`src/design/hhbc_pkg.sv`:
```
// shared types, codes and constants of the http header budget checker
`default_nettype none

package hhbc_pkg;

    typedef enum logic [1:0] {
        MODE_NAME  = 2'd0,
        MODE_VALUE = 2'd1,
        MODE_EOH   = 2'd2,
        MODE_EOR   = 2'd3
    } t_mode;

    typedef enum logic [1:0] {
        ST_OK      = 2'd0,
        ST_INVALID = 2'd1,
        ST_LIMIT   = 2'd2
    } t_status;

    // register index is the doubleword address bit
    localparam logic REG_MAX_HEADER = 1'b0;
    localparam logic REG_MAX_BODY   = 1'b1;

    localparam logic [31:0] MAX_HEADER_RESET = 32'd65536;
    localparam logic [63:0] MAX_BODY_RESET   = {64{1'b1}};

    localparam logic [3:0]  NAME_LEN   = 4'd14;
    localparam logic [3:0]  NAME_SAT   = 4'd15;
    localparam logic [32:0] TOTAL_MAX  = {33{1'b1}};
    localparam logic [33:0] SEP_BYTES  = 34'd4;
    localparam logic [33:0] ONE_BYTE   = 34'd1;

    localparam logic [7:0] CH_SPACE = 8'h20;
    localparam logic [7:0] CH_TAB   = 8'h09;
    localparam logic [7:0] CH_ZERO  = 8'h30;
    localparam logic [7:0] CH_NINE  = 8'h39;
    localparam logic [7:0] CH_UP_A  = 8'h41;
    localparam logic [7:0] CH_UP_Z  = 8'h5a;
    localparam logic [7:0] CASE_OFS = 8'h20;

    typedef struct packed {
        logic [31:0] max_header;
        logic [63:0] max_body;
    } t_cfg;

    typedef struct packed {
        t_status     status;
        logic        present;
        logic [63:0] declared;
        logic [32:0] total;
    } t_result;

    // lower-case "content-length"
    function automatic logic [7:0] target_char(input logic [3:0] idx);
        logic [7:0] ch;
        case (idx)
            4'd0:    ch = "c";
            4'd1:    ch = "o";
            4'd2:    ch = "n";
            4'd3:    ch = "t";
            4'd4:    ch = "e";
            4'd5:    ch = "n";
            4'd6:    ch = "t";
            4'd7:    ch = "-";
            4'd8:    ch = "l";
            4'd9:    ch = "e";
            4'd10:   ch = "n";
            4'd11:   ch = "g";
            4'd12:   ch = "t";
            4'd13:   ch = "h";
            default: ch = 8'h00;
        endcase
        return ch;
    endfunction

endpackage

`default_nettype wire

```
`src/design/hhbc_core.sv`:
```
// header state, name matcher, length parser and end-of-response status
`default_nettype none

module hhbc_core (
    input  wire logic            i_clk,
    input  wire logic            i_rst_n,
    input  wire logic            i_go,
    input  hhbc_pkg::t_mode      i_mode,
    input  wire logic [7:0]      i_byte,
    input  wire logic [63:0]     i_actual,
    input  hhbc_pkg::t_cfg       i_cfg,
    output hhbc_pkg::t_result    o_result
);

    typedef enum logic [1:0] {
        PH_LEAD  = 2'd0,
        PH_DIGIT = 2'd1,
        PH_TRAIL = 2'd2,
        PH_ERR   = 2'd3
    } t_phase;

    typedef enum logic [1:0] {
        LERR_NONE     = 2'd0,
        LERR_INVALID  = 2'd1,
        LERR_OVERFLOW = 2'd2
    } t_len_err;

    logic [3:0]  r_name_pos,  n_name_pos;
    logic        r_name_match, n_name_match;
    t_phase      r_phase,     n_phase;
    logic [63:0] r_number,    n_number;
    logic        r_value_ovf, n_value_ovf;
    logic        r_len_seen,  n_len_seen;
    logic [63:0] r_len,       n_len;
    t_len_err    r_len_err,   n_len_err;
    logic [32:0] r_total,     n_total;

    logic [7:0]  w_low;
    logic        w_blank;
    logic        w_digit;
    logic [33:0] w_sum;
    logic [32:0] w_total_sat;
    logic [67:0] w_mul;
    logic        w_present;

    assign w_low = (i_byte >= hhbc_pkg::CH_UP_A && i_byte <= hhbc_pkg::CH_UP_Z)
                 ? i_byte + hhbc_pkg::CASE_OFS : i_byte;
    assign w_blank = (i_byte == hhbc_pkg::CH_SPACE) || (i_byte == hhbc_pkg::CH_TAB);
    assign w_digit = (i_byte >= hhbc_pkg::CH_ZERO) && (i_byte <= hhbc_pkg::CH_NINE);

    assign w_sum = {1'b0, r_total}
                 + ((i_mode == hhbc_pkg::MODE_EOH) ? hhbc_pkg::SEP_BYTES : hhbc_pkg::ONE_BYTE);
    assign w_total_sat = w_sum[33] ? hhbc_pkg::TOTAL_MAX : w_sum[32:0];

    // times ten plus digit; any carry above bit 63 means overflow
    assign w_mul = {1'b0, r_number, 3'b000} + {3'b000, r_number, 1'b0}
                 + {64'd0, i_byte[3:0]};

    always_comb begin
        n_name_pos   = r_name_pos;
        n_name_match = r_name_match;
        n_phase      = r_phase;
        n_number     = r_number;
        n_value_ovf  = r_value_ovf;
        n_len_seen   = r_len_seen;
        n_len        = r_len;
        n_len_err    = r_len_err;
        n_total      = r_total;
        case (i_mode)
            hhbc_pkg::MODE_NAME: begin
                n_total = w_total_sat;
                if (r_name_pos < hhbc_pkg::NAME_LEN) begin
                    if (w_low != hhbc_pkg::target_char(r_name_pos)) begin
                        n_name_match = 1'b0;
                    end
                    n_name_pos = r_name_pos + 4'd1;
                end else begin
                    n_name_match = 1'b0;
                    n_name_pos   = hhbc_pkg::NAME_SAT;
                end
            end
            hhbc_pkg::MODE_VALUE: begin
                n_total = w_total_sat;
                if (r_phase != PH_ERR) begin
                    if (w_blank) begin
                        if (r_phase == PH_DIGIT) begin
                            n_phase = PH_TRAIL;
                        end
                    end else if (r_phase == PH_TRAIL || !w_digit) begin
                        n_phase     = PH_ERR;
                        n_value_ovf = 1'b0;
                    end else if (w_mul[67:64] != 4'd0) begin
                        n_phase     = PH_ERR;
                        n_value_ovf = 1'b1;
                    end else begin
                        n_number = w_mul[63:0];
                        n_phase  = PH_DIGIT;
                    end
                end
            end
            hhbc_pkg::MODE_EOH: begin
                n_total = w_total_sat;
                if (r_name_match && r_name_pos == hhbc_pkg::NAME_LEN
                        && r_len_err == LERR_NONE) begin
                    if (r_len_seen || r_phase == PH_LEAD) begin
                        n_len_err = LERR_INVALID;
                    end else if (r_phase == PH_ERR) begin
                        n_len_err = r_value_ovf ? LERR_OVERFLOW : LERR_INVALID;
                    end else begin
                        n_len_seen = 1'b1;
                        n_len      = r_number;
                    end
                end
                n_name_pos   = 4'd0;
                n_name_match = 1'b1;
                n_phase      = PH_LEAD;
                n_number     = 64'd0;
                n_value_ovf  = 1'b0;
            end
            hhbc_pkg::MODE_EOR: begin
                n_name_pos   = 4'd0;
                n_name_match = 1'b1;
                n_phase      = PH_LEAD;
                n_number     = 64'd0;
                n_value_ovf  = 1'b0;
                n_len_seen   = 1'b0;
                n_len        = 64'd0;
                n_len_err    = LERR_NONE;
                n_total      = 33'd0;
            end
            default: begin
                n_total = r_total;
            end
        endcase
    end

    always_ff @(posedge i_clk) begin
        if (!i_rst_n) begin
            r_name_pos   <= 4'd0;
            r_name_match <= 1'b1;
            r_phase      <= PH_LEAD;
            r_number     <= 64'd0;
            r_value_ovf  <= 1'b0;
            r_len_seen   <= 1'b0;
            r_len        <= 64'd0;
            r_len_err    <= LERR_NONE;
            r_total      <= 33'd0;
        end else if (i_go) begin
            r_name_pos   <= n_name_pos;
            r_name_match <= n_name_match;
            r_phase      <= n_phase;
            r_number     <= n_number;
            r_value_ovf  <= n_value_ovf;
            r_len_seen   <= n_len_seen;
            r_len        <= n_len;
            r_len_err    <= n_len_err;
            r_total      <= n_total;
        end
    end

    assign w_present = r_len_seen && (r_len_err == LERR_NONE);

    always_comb begin
        o_result.present  = w_present;
        o_result.declared = w_present ? r_len : 64'd0;
        o_result.total    = r_total;
        if (r_total > {1'b0, i_cfg.max_header}) begin
            o_result.status = hhbc_pkg::ST_LIMIT;
        end else if (r_len_err == LERR_INVALID) begin
            o_result.status = hhbc_pkg::ST_INVALID;
        end else if (r_len_err == LERR_OVERFLOW) begin
            o_result.status = hhbc_pkg::ST_LIMIT;
        end else if ((w_present && r_len > i_cfg.max_body) || i_actual > i_cfg.max_body) begin
            o_result.status = hhbc_pkg::ST_LIMIT;
        end else begin
            o_result.status = hhbc_pkg::ST_OK;
        end
    end

endmodule

`default_nettype wire

```
`config.mk`:
```
export PLATFORM = sky130hd
export DESIGN_NAME = hhbc_core
export DESIGN_NICKNAME = d
export VERILOG_FILES = /design/src/design/hhbc_pkg.sv /design/src/design/hhbc_core.sv
export SDC_FILE = /design/constraint.sdc
export NUM_CORES = 1
export LEC_CHECK = 0
export BUFFER_PORTS_ARGS = -buffer_cell sky130_fd_sc_hd__buf_2
export CAP_MARGIN = 25
export CORE_AREA = 2 2 203 165
export DETAILED_ROUTE_END_ITERATION = 10
export DIE_AREA = 0 0 205 167
export PLACE_DENSITY = 0.75
export SKIP_LAST_GASP = 1
export SYNTH_ARGS = -nofsm -noshare
export SYNTH_HDL_FRONTEND = slang
export SYNTH_SLANG_ARGS = --single-unit
```
`constraint.sdc`:
```
create_clock -name i_clk -period 7.15 [get_ports i_clk]
set_clock_uncertainty 0.15 [all_clocks]
set_input_delay 0.715 -clock i_clk [delete_from_list [all_inputs] [get_ports i_clk]]
set_output_delay 0.715 -clock i_clk [all_outputs]
set_load 0.03 [all_outputs]
```
==> run metrics <==
status=completed; post-route ant nets=0; Reg2Reg Depth=14; Mapped Area=around 17,000 sq um; share of the synthesized area in the top cell type=0.2149; H-tree depth=4; Setup CP Type=in2reg; synthesized flop and latch total=approximately 180; Distinct cells, synth=72; main flop type after synthesis=dfxtp_1; Max Fclk=approximately 200 MHz; drt wl/cell=20.02 microns; GRT Total Usage=0.3280; Yosys top cell by area=ha_1; via count=18,110; Hold Crit Class=reg2reg; synthesized net count=2,749; Slew Viols, Final=0; CTS Sinks=179; largest net degree at the start of global routing=112; number of max-cap violations=0; Iteration-0 DRC Markers=between 1,500 and 2,000; most frequent cells in the layout=ha_1, buf_2, nand2_1, a21oi_1, o21ai_0; Clock Path Buffers=2; Worst setup SP type=primary input; P&R area growth vs syn=12.13%; Area contributors post-synth=ha_1, dfxtp_1, a21oi_1, o21ai_0, nand2_1; wirelength, routed=57.97 mm; Setup crit end kind=flip-flop; global-route wire length before repair=90.18 mm; antenna violations before repair=2; nets@finish=2,929; Top Ports=273; peak supply drop=approximately 160 uV; Syn Inst Count=2,274; ratio of cells with drive above 1 in the final layout=0.1382; endpoints failing hold=0; Data arrival, critical path=5.21 ns; row count=between 50 and 60; DRC viols=0; number of global-route vias before repair=16,320; RSZ-0062 raised after global routing=no; worst hold margin=0.3366 ns; I/O Buffers=272; WHS Path Cells=2; setup TNS=0 ns; Post-synth EDFFs=0; clk root buf=clkbuf_16; Slew @ Worst Pin=1.013 ns; first drt pass iteration count=6; worst skew pair latency=0.45 ns; Initial Util=0.5426; P_leak=about 9.6 nW; Tmin final=between 4 and 5 ns; CTS tree=done; synth warn=0; Final WS setup=2.158 ns; Place WS=1.856 ns; sequential area share after synthesis=0.2052; DP Wirelength=45.60 mm; fin crit share=0.6982; Setup Buffers After CTS=0; DIE AREA=34,240 sq um; Hold-fix buffers, CTS=0; most common cell after layout, fill and taps aside=ha_1; WP data required=7.37 ns; Critical Path Fanout Max=36; Core ar.=32,190 sq um; CTS Buf Count=17; Reg2Reg Setup Slack=2.22 ns; die extent in x=between 200 and 250 microns; PostCTS Resize Cnt=0; vias per std cell=6.255; relative max-transition margin=0.3161; Die Y=about 170 microns; syn_area_per_cell=7.681 sq um; Power Density=116.7 nW/um^2; final setup fails=0; total gr overflow=0; asr flop ratio synth=0; Final GP Congestion=1.011; Clk pin slew, worst setup/hold paths=approximately 0.08 ns
[worst max-delay path, stage by stage]
cell and delay (ns):
buf_2 0.14, inv_1 0.07, fa_1 0.52, fa_1 0.47, nand2b_1 0.20, a21oi_1 0.34
o211ai_1 0.19, a31o_2 0.29, a211oi_1 0.38, o211a_1 0.25, o211ai_1 0.14, nor4_4 0.27
or2_2 0.46, buf_4 0.49, mux2i_1 0.25
[where the power goes]
group / internal [W] / leakage, nW / switching (W) / total [W]
Clock: 0.000473 / 0.273 / 0.000481 / 0.000954
Sequential: 0.00100 / 1.44 / 0.00000567 / 0.00101
Combinational: 0.000127 / 7.89 / 0.000197 / 0.000325
[Yosys cell counts, types with 6 or more instances]
library cell,count
o21a_1,18
mux2i_1,14
dfxtp_1,179
clkbuf_1,103
o21ai_0,181
ha_1,300
o22ai_1,6
nand2_1,222
a21boi_0,37
o211ai_1,58
and4_1,6
inv_1,132
xnor2_1,38
xor2_1,24
a221oi_1,6
and2_1,78
nand2b_1,14
nor3_1,34
nand3_1,35
o21ai_1,9
nor2b_1,96
buf_2,6
o2111ai_1,8
a211oi_1,11
a31oi_1,19
a31o_2,11
nor4_1,18
nor2_1,88
a21oi_1,204
o21bai_1,13
nand4_1,58
a21o_1,74
nor3b_1,66
and3_1,23
[metrics by stage]
step / power [W] / util / cells / instance area, sq um
finish: 0.002285 / 0.6085 / 2895 / 19580
global route: 0.002365 / 0.6084 / 2894 / 19580
CTS: 0.002283 / 0.6071 / 2892 / 19540
detailed placement: 0.001347 / 0.5890 / 2860 / 18960
global placement: 0.001336 / 0.5890 / 2860 / 18960
floorplan: 0.001228 / - / 2274 / 17470
[per-layer routing]
metal  part of all wire  vias up  global-route usage
met5            0.00014        -                   0
met2               0.42      885              0.4824
met3              0.099       75             0.04912
met4              0.018        2             0.07288
li1                   -     8617                   -
met1               0.47     8530              0.4990
[sequential cells by signal, summed over array words and instances, names as in the netlist, named ones only]
register / count
r_len: 64
r_len_err: 2
r_len_seen: 1
r_name_match: 1
r_name_pos: 4
r_number: 64
r_phase: 2
r_total: 33
r_value_ovf: 1
[kinds of logic (layout without fill, tap and decap cells)]
family / count (synthesis) / count (layout) / share of synthesized area
adder cells (fa/ha/maj): 302 / 302 / 0.2172
AO/OA/AOI/OAI: 697 / 697 / 0.2468
buffers and inverters: 256 / 449 / 0.05767
other: 0 / 1 / 0
flip-flops: 179 / 179 / 0.2052
multiplexers: 16 / 16 / 0.009527
AND/OR/NAND/NOR: 762 / 762 / 0.2325
XOR/XNOR: 62 / 62 / 0.03109
[final timing paths]
| path | startpoint | end |
|---|---|---|
| max | i_byte[3] | r_number[42] |
| min reg2reg | r_number[0] | r_number[0] |
| min | r_number[0] | r_number[0] |
| max reg2reg | r_number[2] | r_number[42] |
[final cells by class]
cell class	instances	area, sq um
multi-input combinational	1839	12900
tap	427	534.3
fill	2912	12600
inverter	133	499.2
sequential	179	3583
clock buffer	18	439.2
clock inverter	14	142.6
antenna	1	2.502
timing repair buffer	284	1481
No activity file was read; power rests on OpenSTA's default activity.
